### src/hw/rtl/bf16div_pkg.sv
// Package for the bfloat16 divider: encodings, widths and state codes.
// Used by the interface file and all modules; depends on nothing.
`default_nettype none
package bf16div_pkg;
  localparam int WordW = 16;
  localparam int StepW = 5;
  localparam logic [15:0] QNan = 16'h7FC0;
  localparam logic [15:0] InfBits = 16'h7F80;
  localparam logic [7:0] ExpMax = 8'hFF;
  localparam logic [5:0] DivSteps = 6'd16;
  localparam logic [9:0] Bias = 10'd127;

  typedef enum logic [4:0] {
    S_IDLE = 5'b00001,
    S_DIV  = 5'b00010,
    S_NORM = 5'b00100,
    S_PACK = 5'b01000,
    S_OUT  = 5'b10000
  } state_t;

  typedef struct packed {
    logic start;
    logic busy;
    logic done;
  } ctl_t;
endpackage
`default_nettype wire

### src/hw/rtl/bf16div_if.sv
// Valid/ready channel carrying one bfloat16 word or operand pair.
// Depends on bf16div_pkg for the word width.
`default_nettype none
interface bf16div_in_if;
  logic valid;
  logic ready;
  logic [bf16div_pkg::WordW-1:0] dividend_word;
  logic [bf16div_pkg::WordW-1:0] divisor_word;
  modport source(output valid, dividend_word, divisor_word, input ready);
  modport sink(input valid, dividend_word, divisor_word, output ready);
endinterface

interface bf16div_out_if;
  logic valid;
  logic ready;
  logic [bf16div_pkg::WordW-1:0] quotient_word;
  modport source(output valid, quotient_word, input ready);
  modport sink(input valid, quotient_word, output ready);
endinterface
`default_nettype wire

### src/hw/rtl/bf16div_core.sv
// Bit-serial restoring divider: one quotient bit per cycle, producing a 16-bit quotient.
// Depends on bf16div_pkg.
`default_nettype none
module bf16div_core (
  input  wire logic clk,
  input  wire logic rst,
  input  wire logic start,
  input  wire logic [7:0] mant_a,
  input  wire logic [7:0] mant_b,
  output logic done,
  output logic [15:0] quo
);
  logic [8:0] rem;
  logic [7:0] dvs;
  logic [4:0] cnt;
  logic busy;
  logic ovf;
  logic [9:0] trial;

  // Remainder shifted left once per step, compared against the divisor.
  assign trial = {rem, quo[15]} - {2'b00, dvs};

  always_ff @(posedge clk) begin
    if (rst) begin
      busy <= 1'b0;
      done <= 1'b0;
      cnt <= '0;
    end else begin
      done <= 1'b0;
      if (start) begin
        busy <= 1'b1;
        cnt <= '0;
      end else if (busy) begin
        cnt <= cnt + 5'd1;
        if (cnt == bf16div_pkg::DivSteps[4:0] - 5'd1) begin
          busy <= 1'b0;
          done <= 1'b1;
        end
      end
    end
  end

  // A dividend of at least twice the divisor sets every quotient bit to one.
  always_ff @(posedge clk) begin
    if (start) begin
      rem <= {1'b0, mant_a} >> 1;
      dvs <= mant_b;
      quo <= {mant_a[0], 15'd0};
      ovf <= {1'b0, mant_a} >= {mant_b, 1'b0};
    end else if (busy) begin
      if (ovf) begin
        quo <= {quo[14:0], 1'b1};
      end else if (!trial[9]) begin
        rem <= trial[8:0];
        quo <= {quo[14:0], 1'b1};
      end else begin
        rem <= {rem[7:0], quo[15]};
        quo <= {quo[14:0], 1'b0};
      end
    end
  end
endmodule
`default_nettype wire

### src/hw/rtl/bfloat16_divider.sv
// bfloat16 divider, truncating, with a bit-serial restoring significand divider.
// Special cases skip the divide loop.
// One item at a time: next input accepted once the result transfer completes.
// The 16-step divide loop and the normalize shifter set the rate.
// Synchronous active-high reset clears control state only.
`default_nettype none
module bfloat16_divider (
  input wire logic clk,
  input wire logic rst,
  bf16div_in_if.sink in,
  bf16div_out_if.source out
);
  bf16div_pkg::state_t state;
  logic [15:0] a, b, res;
  logic [9:0] e;
  logic sign, special, cstart, cdone;
  logic [7:0] ma, mb;
  logic [15:0] cq, q;
  logic [7:0] ea, eb;
  logic [6:0] fa, fb;

  assign ea = a[14:7];
  assign eb = b[14:7];
  assign fa = a[6:0];
  assign fb = b[6:0];
  assign ma = {ea != 8'd0, fa};
  assign mb = {eb != 8'd0, fb};
  assign special = (eb == bf16div_pkg::ExpMax) || (eb == 8'd0 && fb == 7'd0) ||
                   (ea == bf16div_pkg::ExpMax) || (ea == 8'd0 && fa == 7'd0);
  assign in.ready = (state == bf16div_pkg::S_IDLE);
  assign out.valid = (state == bf16div_pkg::S_OUT);
  assign out.quotient_word = res;
  assign cstart = (state == bf16div_pkg::S_PACK) && !special;

  bf16div_core u_core (
    .clk(clk), .rst(rst), .start(cstart), .mant_a(ma), .mant_b(mb),
    .done(cdone), .quo(cq)
  );

  always_ff @(posedge clk) begin
    if (rst) begin
      state <= bf16div_pkg::S_IDLE;
    end else begin
      unique case (state)
        bf16div_pkg::S_IDLE: begin
          if (in.valid) begin
            a <= in.dividend_word;
            b <= in.divisor_word;
            state <= bf16div_pkg::S_PACK;
          end
        end
        bf16div_pkg::S_PACK: begin
          sign <= a[15] ^ b[15];
          e <= {2'b00, ea} - {2'b00, eb} + bf16div_pkg::Bias
               - {9'd0, ea == 8'd0} + {9'd0, eb == 8'd0};
          state <= bf16div_pkg::S_OUT;
          if (eb == bf16div_pkg::ExpMax) begin
            if (fb != 7'd0) res <= b;
            else if (ea == bf16div_pkg::ExpMax && fa == 7'd0) res <= bf16div_pkg::QNan;
            else res <= {a[15] ^ b[15], 15'd0};
          end else if (eb == 8'd0 && fb == 7'd0) begin
            if (ea == 8'd0 && fa == 7'd0) res <= bf16div_pkg::QNan;
            else res <= {a[15] ^ b[15], 15'd0} | bf16div_pkg::InfBits;
          end else if (ea == bf16div_pkg::ExpMax) begin
            if (fa != 7'd0) res <= a;
            else res <= {a[15] ^ b[15], 15'd0} | bf16div_pkg::InfBits;
          end else if (ea == 8'd0 && fa == 7'd0) begin
            res <= {a[15] ^ b[15], 15'd0};
          end else begin
            state <= bf16div_pkg::S_DIV;
          end
        end
        bf16div_pkg::S_DIV: begin
          if (cdone) begin
            q <= cq;
            state <= bf16div_pkg::S_NORM;
          end
        end
        bf16div_pkg::S_NORM: begin
          if (!q[15] && !e[9] && e > 10'd1) begin
            q <= {q[14:0], 1'b0};
            e <= e - 10'd1;
          end else begin
            if (!e[9] && e >= {2'b00, bf16div_pkg::ExpMax})
              res <= {sign, 15'd0} | bf16div_pkg::InfBits;
            else if (e[9] || e == 10'd0) res <= {sign, 15'd0};
            else res <= {sign, e[7:0], q[14:8]};
            state <= bf16div_pkg::S_OUT;
          end
        end
        bf16div_pkg::S_OUT: begin
          if (out.ready) state <= bf16div_pkg::S_IDLE;
        end
        default: state <= bf16div_pkg::S_IDLE;
      endcase
    end
  end

  a_onehot: assert property (@(posedge clk) disable iff (rst) $onehot(state))
    else $error("state not one-hot");
  a_done: assert property (@(posedge clk) disable iff (rst)
    cdone |-> state == bf16div_pkg::S_DIV) else $error("divider done out of step");
  a_hold: assert property (@(posedge clk) disable iff (rst)
    out.valid && !out.ready |=> out.valid && $stable(res)) else $error("result dropped");
endmodule
`default_nettype wire

### src/flat_wrapper.sv
// flat-port wrapper written by rule: the top's interface ports become plain ports
module bfloat16_divider_flat 
  (clk, rst, in_valid, in_dividend_word, in_divisor_word, in_ready, out_valid, out_quotient_word, out_ready);
  bf16div_in_if in_i ();
  bf16div_out_if out_i ();
  input wire logic clk;
  input wire logic rst;
  input wire logic [$bits(in_i.valid)-1:0] in_valid;
  input wire logic [$bits(in_i.dividend_word)-1:0] in_dividend_word;
  input wire logic [$bits(in_i.divisor_word)-1:0] in_divisor_word;
  output wire logic [$bits(in_i.ready)-1:0] in_ready;
  output wire logic [$bits(out_i.valid)-1:0] out_valid;
  output wire logic [$bits(out_i.quotient_word)-1:0] out_quotient_word;
  input wire logic [$bits(out_i.ready)-1:0] out_ready;
  assign in_i.valid = in_valid;
  assign in_i.dividend_word = in_dividend_word;
  assign in_i.divisor_word = in_divisor_word;
  assign in_ready = in_i.ready;
  assign out_valid = out_i.valid;
  assign out_quotient_word = out_i.quotient_word;
  assign out_i.ready = out_ready;
  bfloat16_divider u_core (.clk(clk), .rst(rst), .in(in_i), .out(out_i));
endmodule
### config.mk
export PLATFORM = sky130hd
export DESIGN_NAME = bfloat16_divider_flat
export DESIGN_NICKNAME = d
export VERILOG_FILES = /design/src/hw/rtl/bf16div_pkg.sv /design/src/hw/rtl/bf16div_if.sv /design/src/hw/rtl/bf16div_core.sv /design/src/hw/rtl/bfloat16_divider.sv /design/src/flat_wrapper.sv
export SDC_FILE = /design/constraint.sdc
export NUM_CORES = 1
export LEC_CHECK = 0
export BUFFER_PORTS_ARGS = -buffer_cell sky130_fd_sc_hd__buf_2
export CAP_MARGIN = 20
export CORE_UTILIZATION = 55
export CTS_CLUSTER_SIZE = 14
export DETAILED_ROUTE_END_ITERATION = 10
export GPL_TIMING_DRIVEN = 1
export HOLD_SLACK_MARGIN = 0.15
export PLACE_DENSITY = 0.74
export SLEW_MARGIN = 20
export SYNTH_ARGS = -nofsm -noshare
export SYNTH_HDL_FRONTEND = slang
export SYNTH_SLANG_ARGS = --single-unit
### constraint.sdc
create_clock -name clk -period 3.8 [get_ports clk]
set_input_delay 0.38 -clock clk [delete_from_list [all_inputs] [get_ports clk]]
set_output_delay 0.38 -clock clk [all_outputs]
set_load 0.02 [all_outputs]
==> results of run 1 <==
==> what timing repair did <==
| item | CTS | global route |
|---|---|---|
| endpoints found under the setup margin | 0 | 1 |
| endpoints found under the hold margin | 32 | 0 |
| resized for setup | 0 | 2 |
| buffers inserted | 0 | 0 |
| hold buffers | 32 | 0 |
==> cells in the mapped netlist, types with 8 or more instances <==
master / instances
a31oi_1: 8
nor3_1: 12
inv_1: 46
nor2_1: 62
clkbuf_1: 18
nand2_1: 73
nor4_1: 8
nor2b_1: 9
xor2_1: 10
mux2i_1: 21
edfxtp_1: 92
o21ai_0: 34
ha_1: 36
dfxtp_1: 29
xnor2_1: 13
a21o_1: 12
a21oi_1: 23
==> stage by stage <==
| step | worst slack [ns] | power, W | utilization, % |
|---|---|---|---|
| 6_report | 0.265 | 0.00352 | 67.9 |
| 5_1_grt | 0.0610 | 0.00366 | 67.9 |
| 4_1_cts | 0.142 | 0.00353 | 67.8 |
| 3_5_place_dp | 0.162 | 0.00198 | 60.0 |
| 3_3_place_gp | 0.267 | 0.00196 | 60.0 |
| 2_1_floorplan | 0.543 | 0.00188 | - |
==> logic make-up after synthesis <==
group,share of synthesized area [%]
multiplexers,3.61
adder cells (fa/ha/maj),8.24
flip-flops,51.9
AND/OR/NAND/NOR,15.5
AO/OA/AOI/OAI,13.1
XOR/XNOR,3.38
buffers and inverters,4.16
==> worst paths after layout <==
kind,startpoint,endpoint
max,u_core.a[7],u_core.e[8]
min,in_valid,u_core.state[3]
max reg2reg,u_core.a[7],u_core.e[8]
min reg2reg,u_core.b[2],u_core.u_core.dvs[2]
==> worst register-to-register path, cell delays in order (launching register included) <==
cell      delay, ns
edfxtp_1       0.42
inv_1          0.09
ha_1           0.17
inv_1          0.06
fa_1           0.43
a21o_1         0.22
a21oi_2        0.17
xor2_2         0.25
inv_1          0.12
ha_1           0.32
a21oi_1        0.25
nor2b_1        0.08
o21a_1         0.17
a311oi_1       0.29
xnor2_1        0.16
a21oi_1        0.08
==> routing by layer <==
metal	vias to the layer above	part of all wire, %
met5	-	0
met4	0	2.3
met3	30	5.9
met2	184	49
met1	2327	43
li1	2375	-
==> state kept, by name (all words and copies together), names as in the netlist <==
register / flops
u_core.a: 16
u_core.b: 16
u_core.e: 10
u_core.out.quotient_word: 16
u_core.q: 16
u_core.sign: 1
u_core.state: 5
u_core.u_core.busy: 1
u_core.u_core.cnt: 5
u_core.u_core.done: 1
u_core.u_core.dvs: 8
u_core.u_core.ovf: 1
u_core.u_core.quo: 16
u_core.u_core.rem: 9
==> power by group through the flow <==
stage                     clock network, W  registers, W  logic, W
after CTS                          0.00155       0.00154  0.000442
final                              0.00154       0.00154  0.000446
after global routing               0.00161       0.00155  0.000504
after global placement                   0       0.00156  0.000394
after detailed placement                 0       0.00157  0.000414
after floorplan                          0       0.00155  0.000326
==> layout make-up <==
| cell class | instances | area (um^2) | share of cell area, % |
|---|---|---|---|
| flip-flops and latches | 121 | 3340 | 43.1 |
| multi-input cells | 423 | 2840 | 36.6 |
| clock buffers | 27 | 546 | 7.03 |
| clock inverters | 5 | 31.3 | 0.403 |
| repair buffers | 93 | 646 | 8.32 |
| inverters | 46 | 173 | 2.23 |
| well taps | 143 | 179 | 2.31 |
==> impl_metrics.env, run 1 <==
export IMPL_die_area_um2=12100
export IMPL_critical_path_depth=15
export IMPL_crit_chain="inv_1 > ha_1 > inv_1 > fa_1 > a21o_1 > a21oi_2 > xor2_2 > inv_1 > ha_1 > a21oi_1 > nor2b_1 > o21a_1 > a311oi_1 > xnor2_1 > a21oi_1"
export IMPL_synth_nets=687
export IMPL_end_kind="register"
export IMPL_yosysTopAreaCell="edfxtp_1"
export IMPL_pwr_density_cell_nw_per_um2=454
export IMPL_syn_area_per_cell_um2=10.5
export IMPL_relSlewSlack_pct=52.2
export IMPL_rsz0062_at_grt="no"
export IMPL_place_congestion=0.844
export IMPL_status="completed"
export IMPL_use_met2_pct=41.2
export IMPL_grt_usage_pct=25.0
export IMPL_stdcell_area_um2=7760
export IMPL_fin_crit_ns=3.54
export IMPL_clk_pin_slew_worst_paths_ns=0.05
export IMPL_p_clk_share_pct=43.6
export IMPL_finClkSkew_ns=0.00834
export IMPL_switching_share_pct=23.7
export IMPL_ff2ff_path_depth=15
export IMPL_synth_top_area_share_pct=42.9
export IMPL_io_buffers=53
export IMPL_tritoncts="yes"
export IMPL_grt_use_met1_pct=32.3
export IMPL_grt_busiest_layer="met2"
export IMPL_grt_pass1_wl_um=22600
export IMPL_met3_usage_pct=5.41
export IMPL_hold_depth=2
export IMPL_finalSetupTns_ns=0
export IMPL_grt_ovfl_total=0
export IMPL_r2r_slack_ns=0.26
export IMPL_grt_start_max_net_pins=34
export IMPL_period_share_pct=93.0
export IMPL_drt_iter0_markers=387
export IMPL_drtPass1Iterations=5
export IMPL_area_growth_pct=20.5
export IMPL_slew_violations=0
export IMPL_synth_distinct_cells=66
export IMPL_drtAntennaViolNets=0
export IMPL_postSynthCellCount=611
export IMPL_maxClockFrequency_mhz=283
export IMPL_layout_cells_most_common="edfxtp_1"
export IMPL_drc=0
export IMPL_antenna_found_initial=0
export IMPL_critPathTopFamily="compound AO/OA/AOI/OAI gates"
export IMPL_start_kind="register"
export IMPL_synth_warnings=0
export IMPL_cp_num_buf_inv=3
export IMPL_leakage_nw=3.17
export IMPL_power_internal_w=0.00269
export IMPL_numCtsBuffers=17
export IMPL_hold_viol=0
export IMPL_cts_buffer_depth=2
export IMPL_fill_cells=850
export IMPL_ir_drop_uv=401
export IMPL_maxCapViolations=0
export IMPL_synth_seq_cells=121
export IMPL_slowest_stage="fa_1"
export IMPL_dp_cells=794
export IMPL_start_util_pct=56.4
export IMPL_drt_wl_total_um=14000
export IMPL_cts_sinks=121
export IMPL_setup_violations=0
export IMPL_fin_nets=778
export IMPL_viasPerCell=5.73
export IMPL_hold_slack_ns=0.233
export IMPL_num_antenna_cells=0
export IMPL_cts_max_level=4
export IMPL_worstSkewPairLatency_ns=0.42
export IMPL_netlist_area_um2=6440
export IMPL_synth_ff_type="edfxtp_1"
export IMPL_rows=39
export IMPL_max_stage_delay_ns=0.43
export IMPL_ios=54
export IMPL_vias=4916
export IMPL_critPathArrivalTime_ns=3.69
export IMPL_core_area_um2=11400
export IMPL_cts_root_buf="clkbuf_16"
export IMPL_worst_pin_slew_ns=0.717
export IMPL_pwr_share_comb_pct=12.7
export IMPL_power_frac_seq_pct=43.7
export IMPL_die_h_um=110
export IMPL_path_class="register to register"
export IMPL_power_switching_w=0.000834
export IMPL_instances_no_fill=858
export IMPL_hold_path_class="primary input to register"
export IMPL_critPathRequiredTime_ns=3.96
export IMPL_placed_cell_area_um2=6850
export IMPL_drive_gt1_share_pct=15.1
export IMPL_synth_edf_count=92
export IMPL_synth_area_top_cells="edfxtp_1, dfxtp_1, ha_1"
export IMPL_die_x_um=110
export IMPL_critPathMostFrequentCell="inv_1"
export IMPL_route_detailed_wl_per_inst_um=16.3
export IMPL_synth_seq_area_share_pct=51.9
export IMPL_final_cell_mix="edfxtp_1, nand2_1, nor2_1"
export IMPL_synthArstFlopShare_pct=0
export IMPL_path_max_fanout=5
export IMPL_dpl_hpwl_um=9230
export IMPL_grt_pass1_vias=4706
(Power assumes the default switching activity.)
==> inputs of run 2 (changes only) <==
- BUFFER_PORTS_ARGS: -buffer_cell sky130_fd_sc_hd__buf_2 -> -buffer_cell sky130_fd_sc_hd__buf_4
- GPL_TIMING_DRIVEN: 1 -> 0
==> run 2 against run 1 <==
Utilization up 1.9 points; global-route usage up 0.34 points; clock-buffer cell count increased by 1; worst hold slack worse by 0.012 ns.
==> impl_metrics.env, run 2 (synthesized netlist as in run 1, its figures left out) <==
export IMPL_status="completed"
export IMPL_viasPerCell=5.61
export IMPL_die_area_um2=12100
export IMPL_drtPass1Iterations=5
export IMPL_rows=39
export IMPL_drtAntennaViolNets=0
export IMPL_vias=4896
export IMPL_die_h_um=110
export IMPL_start_kind="register"
export IMPL_slowest_stage="fa_1"
export IMPL_io_buffers=52
export IMPL_core_area_um2=11400
export IMPL_start_util_pct=56.4
export IMPL_drt_wl_total_um=14400
export IMPL_min_from="in_valid"
export IMPL_grt_pass1_vias=4695
export IMPL_hold_viol=0
export IMPL_worstSetupStartpoint="u_core.a[12]"
export IMPL_tritoncts="yes"
export IMPL_hold_slack_ns=0.221
export IMPL_area_growth_pct=23.8
export IMPL_num_antenna_cells=0
export IMPL_fin_nets=793
export IMPL_final_cell_mix="edfxtp_1, nand2_1, nor2_1"
export IMPL_dpl_hpwl_um=9830
export IMPL_maxClockFrequency_mhz=275
export IMPL_cts_sinks=121
export IMPL_relSlewSlack_pct=30.6
export IMPL_antenna_found_initial=0
export IMPL_cts_root_buf="clkbuf_16"
export IMPL_cts_buffer_depth=2
export IMPL_layout_cells_most_common="edfxtp_1"
export IMPL_ir_drop_uv=459
export IMPL_slew_violations=0
export IMPL_period_share_pct=95.6
export IMPL_route_detailed_wl_per_inst_um=16.4
export IMPL_ios=54
export IMPL_leakage_nw=3.23
export IMPL_cts_max_level=4
export IMPL_drive_gt1_share_pct=14.7
export IMPL_finalSetupTns_ns=0
export IMPL_critPathRequiredTime_ns=4.07
export IMPL_worstSkewPairLatency_ns=0.42
export IMPL_grt_start_max_net_pins=33
export IMPL_drt_iter0_markers=302
export IMPL_end_kind="register"
export IMPL_clk_pin_slew_worst_paths_ns=0.05
export IMPL_rsz0062_at_grt="no"
export IMPL_maxCapViolations=0
export IMPL_crit_chain="nor4_2 > nand2_1 > fa_1 > ha_1 > fa_1 > a21o_1 > a21oi_1 > a2111o_1 > o311ai_2 > a2111o_1 > o21ai_0"
export IMPL_grt_usage_pct=25.4
export IMPL_numCtsBuffers=17
export IMPL_fin_crit_ns=3.63
export IMPL_worst_pin_slew_ns=1.04
export IMPL_hold_path_class="primary input to register"
export IMPL_finClkSkew_ns=0.00679
export IMPL_path_max_fanout=3
export IMPL_critPathArrivalTime_ns=3.90
export IMPL_max_stage_delay_ns=0.48
export IMPL_drc=0
export IMPL_grt_ovfl_total=0
export IMPL_pwr_density_cell_nw_per_um2=450
export IMPL_total_power_w=0.00359
export IMPL_r2r_start="u_core.a[12]"
export IMPL_path_class="register to register"
export IMPL_place_congestion=0.865
export IMPL_setup_violations=0
export IMPL_die_x_um=110
export IMPL_grt_pass1_wl_um=22700
[run 2: cell types whose count changed in the layout (fill, tap and decap cells not counted), moves of 2 or more]
cell / before / now
buf_4: 8 / 54
buf_2: 53 / 1
clkbuf_1: 4 / 23
clkbuf_8: 4 / 2
clkbuf_16: 19 / 21
buf_6: 0 / 3
[run 2: worst paths after layout]
kind / cells past startpoint / end / slack, ns
worst max register to register: 11 / u_core.e[9] / 0.17
worst max-delay path: 11 / u_core.e[9] / 0.17
worst min-delay path: 2 / u_core.state[3] / 0.22
worst min register to register: 2 / u_core.u_core.cnt[4] / 0.51
[run 2: per-stage QoR]
| stage | cells | instance area (um^2) | worst slack, ns | utilization, % |
|---|---|---|---|---|
| 6_report | 873 | 7970 | 0.167 | 69.8 |
| 5_1_grt | 873 | 7970 | 0.00883 | 69.8 |
| 4_1_cts | 871 | 7940 | 0.0114 | 69.5 |
| 3_5_place_dp | 807 | 7030 | 0.0207 | 61.5 |
| 3_3_place_gp | 806 | 7010 | 0.0946 | 61.4 |
| 2_1_floorplan | 611 | 6440 | 0.543 | - |
[run 2: layer usage]
metal / part of all wire (%) / vias up / track usage, % / routed length (um)
li1: - / 2414 / - / -
met1: 44 / 2292 / 31.9 / 6250
met2: 49 / 174 / 41.6 / 6990
met3: 6.4 / 16 / 8.00 / 922
met4: 1.3 / 0 / 8.65 / 192
met5: 0 / - / 0 / 0
[run 2: cell type report]
class                      instances  area [um^2]
fill                             813         3450
timing repair buffer              87          737
buffer                            21         95.1
tap                              143          179
sequential                       121         3340
multi-input combinational        423         2850
clock buffer                      28          572
clock inverter                     4         22.5
inverter                          46          173
[run 2: power by group]
part	total, W	internal [W]	leakage, nW	switching, W
clock	0.00158	0.00102	0.291	0.000554
combinational	0.000469	0.000233	1.86	0.000236
sequential	0.00154	0.00150	1.08	0.0000450
[run 2: timing repair]
item / in CTS / in global routing
buffers inserted: 0 / 2
hold buffers: 32 / 0
endpoints found under the setup margin: 0 / 3
gates resized for setup: 0 / 2
endpoints found under the hold margin: 32 / 0
[run 2: critical path: cells and delay by family (launching register included)]
family          cells  cell delay [ns]
compound gates      6             1.32
simple gates        2             0.64
flops               1             0.43
fa+ha+maj           3             1.10
==> inputs of run 3 (changes only) <==
- ABC_AREA: default -> 1
==> run 3 against run 2 <==
Clock-buffer cell count fell by 8; largest cell class unchanged; synthesized cell count rose by 24%; routed wire length rose by 7.4%; highest routed layer unchanged.
==> impl_metrics.env, run 3 <==
export IMPL_postSynthCellCount=755
export IMPL_drt_iter0_markers=348
export IMPL_numCtsBuffers=17
export IMPL_worstSkewPairLatency_ns=0.42
export IMPL_die_area_um2=12800
export IMPL_drc=0
export IMPL_synth_edf_count=92
export IMPL_rsz0062_at_grt="no"
export IMPL_crit_chain="inv_2 > ha_1 > a21oi_1 > nand3_2 > nand2_1 > nand2_1 > a21oi_1 > xor2_1 > ha_1 > nand2_1 > nor2_1 > a211oi_1 > nand2_1 > nand2_1 > nand2_1 > nand2_1 > nand2_1"
export IMPL_grt_pass1_wl_um=25400
export IMPL_synth_area_top_cells="edfxtp_1, nand2_1, dfxtp_1"
export IMPL_post_cts_setup_buffers=0
export IMPL_io_buffers=53
export IMPL_fill_cells=909
export IMPL_worst_pin_slew_ns=0.859
export IMPL_slew_violations=0
export IMPL_grt_ovfl_total=0
export IMPL_status="completed"
export IMPL_synth_seq_area_share_pct=49.3
export IMPL_synth_seq_cells=121
export IMPL_synth_ff_type="edfxtp_1"
export IMPL_path_class="register to register"
export IMPL_critPathRequiredTime_ns=3.98
export IMPL_end_kind="register"
export IMPL_layout_cells_most_common="nand2_1"
export IMPL_placed_cell_area_um2=7400
export IMPL_synthTopCellsByCount="nand2_1, inv_1, edfxtp_1"
export IMPL_rows=40
export IMPL_dpl_hpwl_um=11200
export IMPL_die_x_um=113
export IMPL_synth_nets=831
export IMPL_drtAntennaViolNets=0
export IMPL_max_stage_delay_ns=0.43
export IMPL_stdcell_area_um2=8240
export IMPL_netlist_area_um2=6780
export IMPL_place_congestion=0.846
export IMPL_area_growth_pct=21.6
export IMPL_hold_viol=0
export IMPL_r2r_slack_ns=0.82
export IMPL_hold_depth=2
export IMPL_route_detailed_wl_per_inst_um=15.1
export IMPL_critPathArrivalTime_ns=3.15
export IMPL_grt_start_max_net_pins=31
export IMPL_maxClockFrequency_mhz=336
export IMPL_yosysTopAreaCell="edfxtp_1"
export IMPL_finClkSkew_ns=0.0105
export IMPL_period_share_pct=78.3
export IMPL_cts_resized=0
export IMPL_dp_cells=957
export IMPL_ios=54
export IMPL_grt_pass1_vias=5497
export IMPL_cts_sinks=121
export IMPL_preCtsSetupSlack_ns=0.806
export IMPL_ir_drop_uv=294
export IMPL_min_from="rst"
export IMPL_drive_gt1_share_pct=18.0
export IMPL_synth_warnings=0
export IMPL_pwr_density_cell_nw_per_um2=436
export IMPL_synth_top_area_share_pct=40.8
export IMPL_ctsHoldBuffers=32
export IMPL_syn_area_per_cell_um2=8.97
export IMPL_r2r_start="u_core.b[11]"
export IMPL_slowest_stage="edfxtp_1"
export IMPL_holdPathEnd="u_core.state[1]"
export IMPL_start_kind="register"
export IMPL_critPathMostFrequentCell="nand2_1"
export IMPL_cts_buffer_depth=2
export IMPL_cts_max_level=4
export IMPL_start_util_pct=56.4
export IMPL_synth_distinct_cells=45
export IMPL_hold_path_class="primary input to register"
export IMPL_instances_no_fill=1021
export IMPL_relSlewSlack_pct=42.5
export IMPL_fin_ws_ns=0.824
export IMPL_drt_wl_total_um=15400
export IMPL_fin_util_pct=68.6
export IMPL_leakage_nw=3.65
export IMPL_drtPass1Iterations=5
export IMPL_grt_usage_pct=26.0
export IMPL_ff2ff_path_depth=17
export IMPL_core_area_um2=12000
export IMPL_tritoncts="yes"
export IMPL_synthArstFlopShare_pct=0
export IMPL_antenna_found_initial=1
export IMPL_fin_nets=937
export IMPL_cts_root_buf="clkbuf_16"
export IMPL_setup_violations=0
export IMPL_viasPerCell=5.43
export IMPL_final_cell_mix="nand2_1, inv_1, edfxtp_1"
export IMPL_clk_pin_slew_worst_paths_ns=0.06
export IMPL_r2r_end="u_core.e[8]"
export IMPL_vias=5541
export IMPL_path_max_fanout=6
export IMPL_synth_most_common_cell="nand2_1"
export IMPL_die_h_um=113
export IMPL_fin_crit_ns=2.98
export IMPL_finalSetupTns_ns=0
export IMPL_maxCapViolations=0
-- run 3: cell count changes in the layout (fill, tap and decap cells not counted), moves of 9 or more --
cell	before	now
o211ai_1	0	9
inv_1	46	94
nand2_1	73	214
a21oi_2	2	14
clkbuf_1	23	6
nand2_2	0	13
nor2b_1	9	0
mux2i_1	21	0
nor2_1	61	36
a21o_1	12	3
inv_2	0	12
nand3_1	7	43
-- run 3: worst max-delay path by stage --
stage	startpoint	end	slack (ns)
2_1_floorplan	u_core.state[3]	u_core.a[0]	0.85
3_3_place_gp	u_core.b[7]	u_core.out.quotient_word[12]	0.44
3_5_place_dp	u_core.b[11]	u_core.e[8]	0.81
6_report	u_core.b[11]	u_core.e[8]	0.82
4_1_cts	u_core.b[11]	u_core.e[8]	0.80
5_1_grt	u_core.b[11]	u_core.e[8]	0.37
-- run 3: final cells by class --
cell class	instances	area (um^2)	share of cell area, %
Sequential cell	121	3340	40.6
Multi-Input combinational cell	513	2950	35.8
Timing Repair Buffer	87	746	9.05
Clock buffer	20	447	5.42
Inverter	107	407	4.93
Tap cell	147	184	2.23
Buffer	14	92.6	1.12
Clock inverter	11	71.3	0.865
Antenna cell	1	2.50	0.0304
-- run 3: worst max-delay path, delay by kind of cell, from the launching register on --
family,cells,cell delay (ns)
and+or+nand+nor,10,0.76
adders and majority gates,2,0.59
buffers and inverters,1,0.12
xor gates and xnor gates,1,0.18
AOI/OAI and AO/OA,3,0.66
DFF,1,0.43
-- run 3: logic make-up after synthesis --
group	synth area share (%)
adders and majority gates	7.83
buffers and inverters	7.37
xor gates and xnor gates	2.07
AOI/OAI and AO/OA	8.64
and+or+nand+nor	24.7
DFF	49.3
-- run 3: per-layer routing --
layer / up-vias / part of all wire, % / GRT usage (%)
li1: 2744 / - / -
met1: 2623 / 42 / 30.7
met2: 142 / 51 / 45.8
met3: 32 / 4.0 / 5.73
met4: 0 / 2.3 / 10.8
met5: - / 0 / 0
-- run 3: power breakdown --
| part | internal (W) | switching, W |
|---|---|---|
| Combinational | 0.000245 | 0.000359 |
| Clock | 0.000844 | 0.000584 |
| Sequential | 0.00151 | 0.0000453 |
| Total | 0.00260 | 0.000989 |
-- run 3: per-stage QoR --
| step | hold WS [ns] | power [W] |
|---|---|---|
| global route | 0.208 | 0.00374 |
| floorplan | 0.426 | 0.00200 |
| CTS | 0.202 | 0.00360 |
| finish | 0.218 | 0.00359 |
| global placement | 0.438 | 0.00212 |
| detailed placement | 0.442 | 0.00216 |
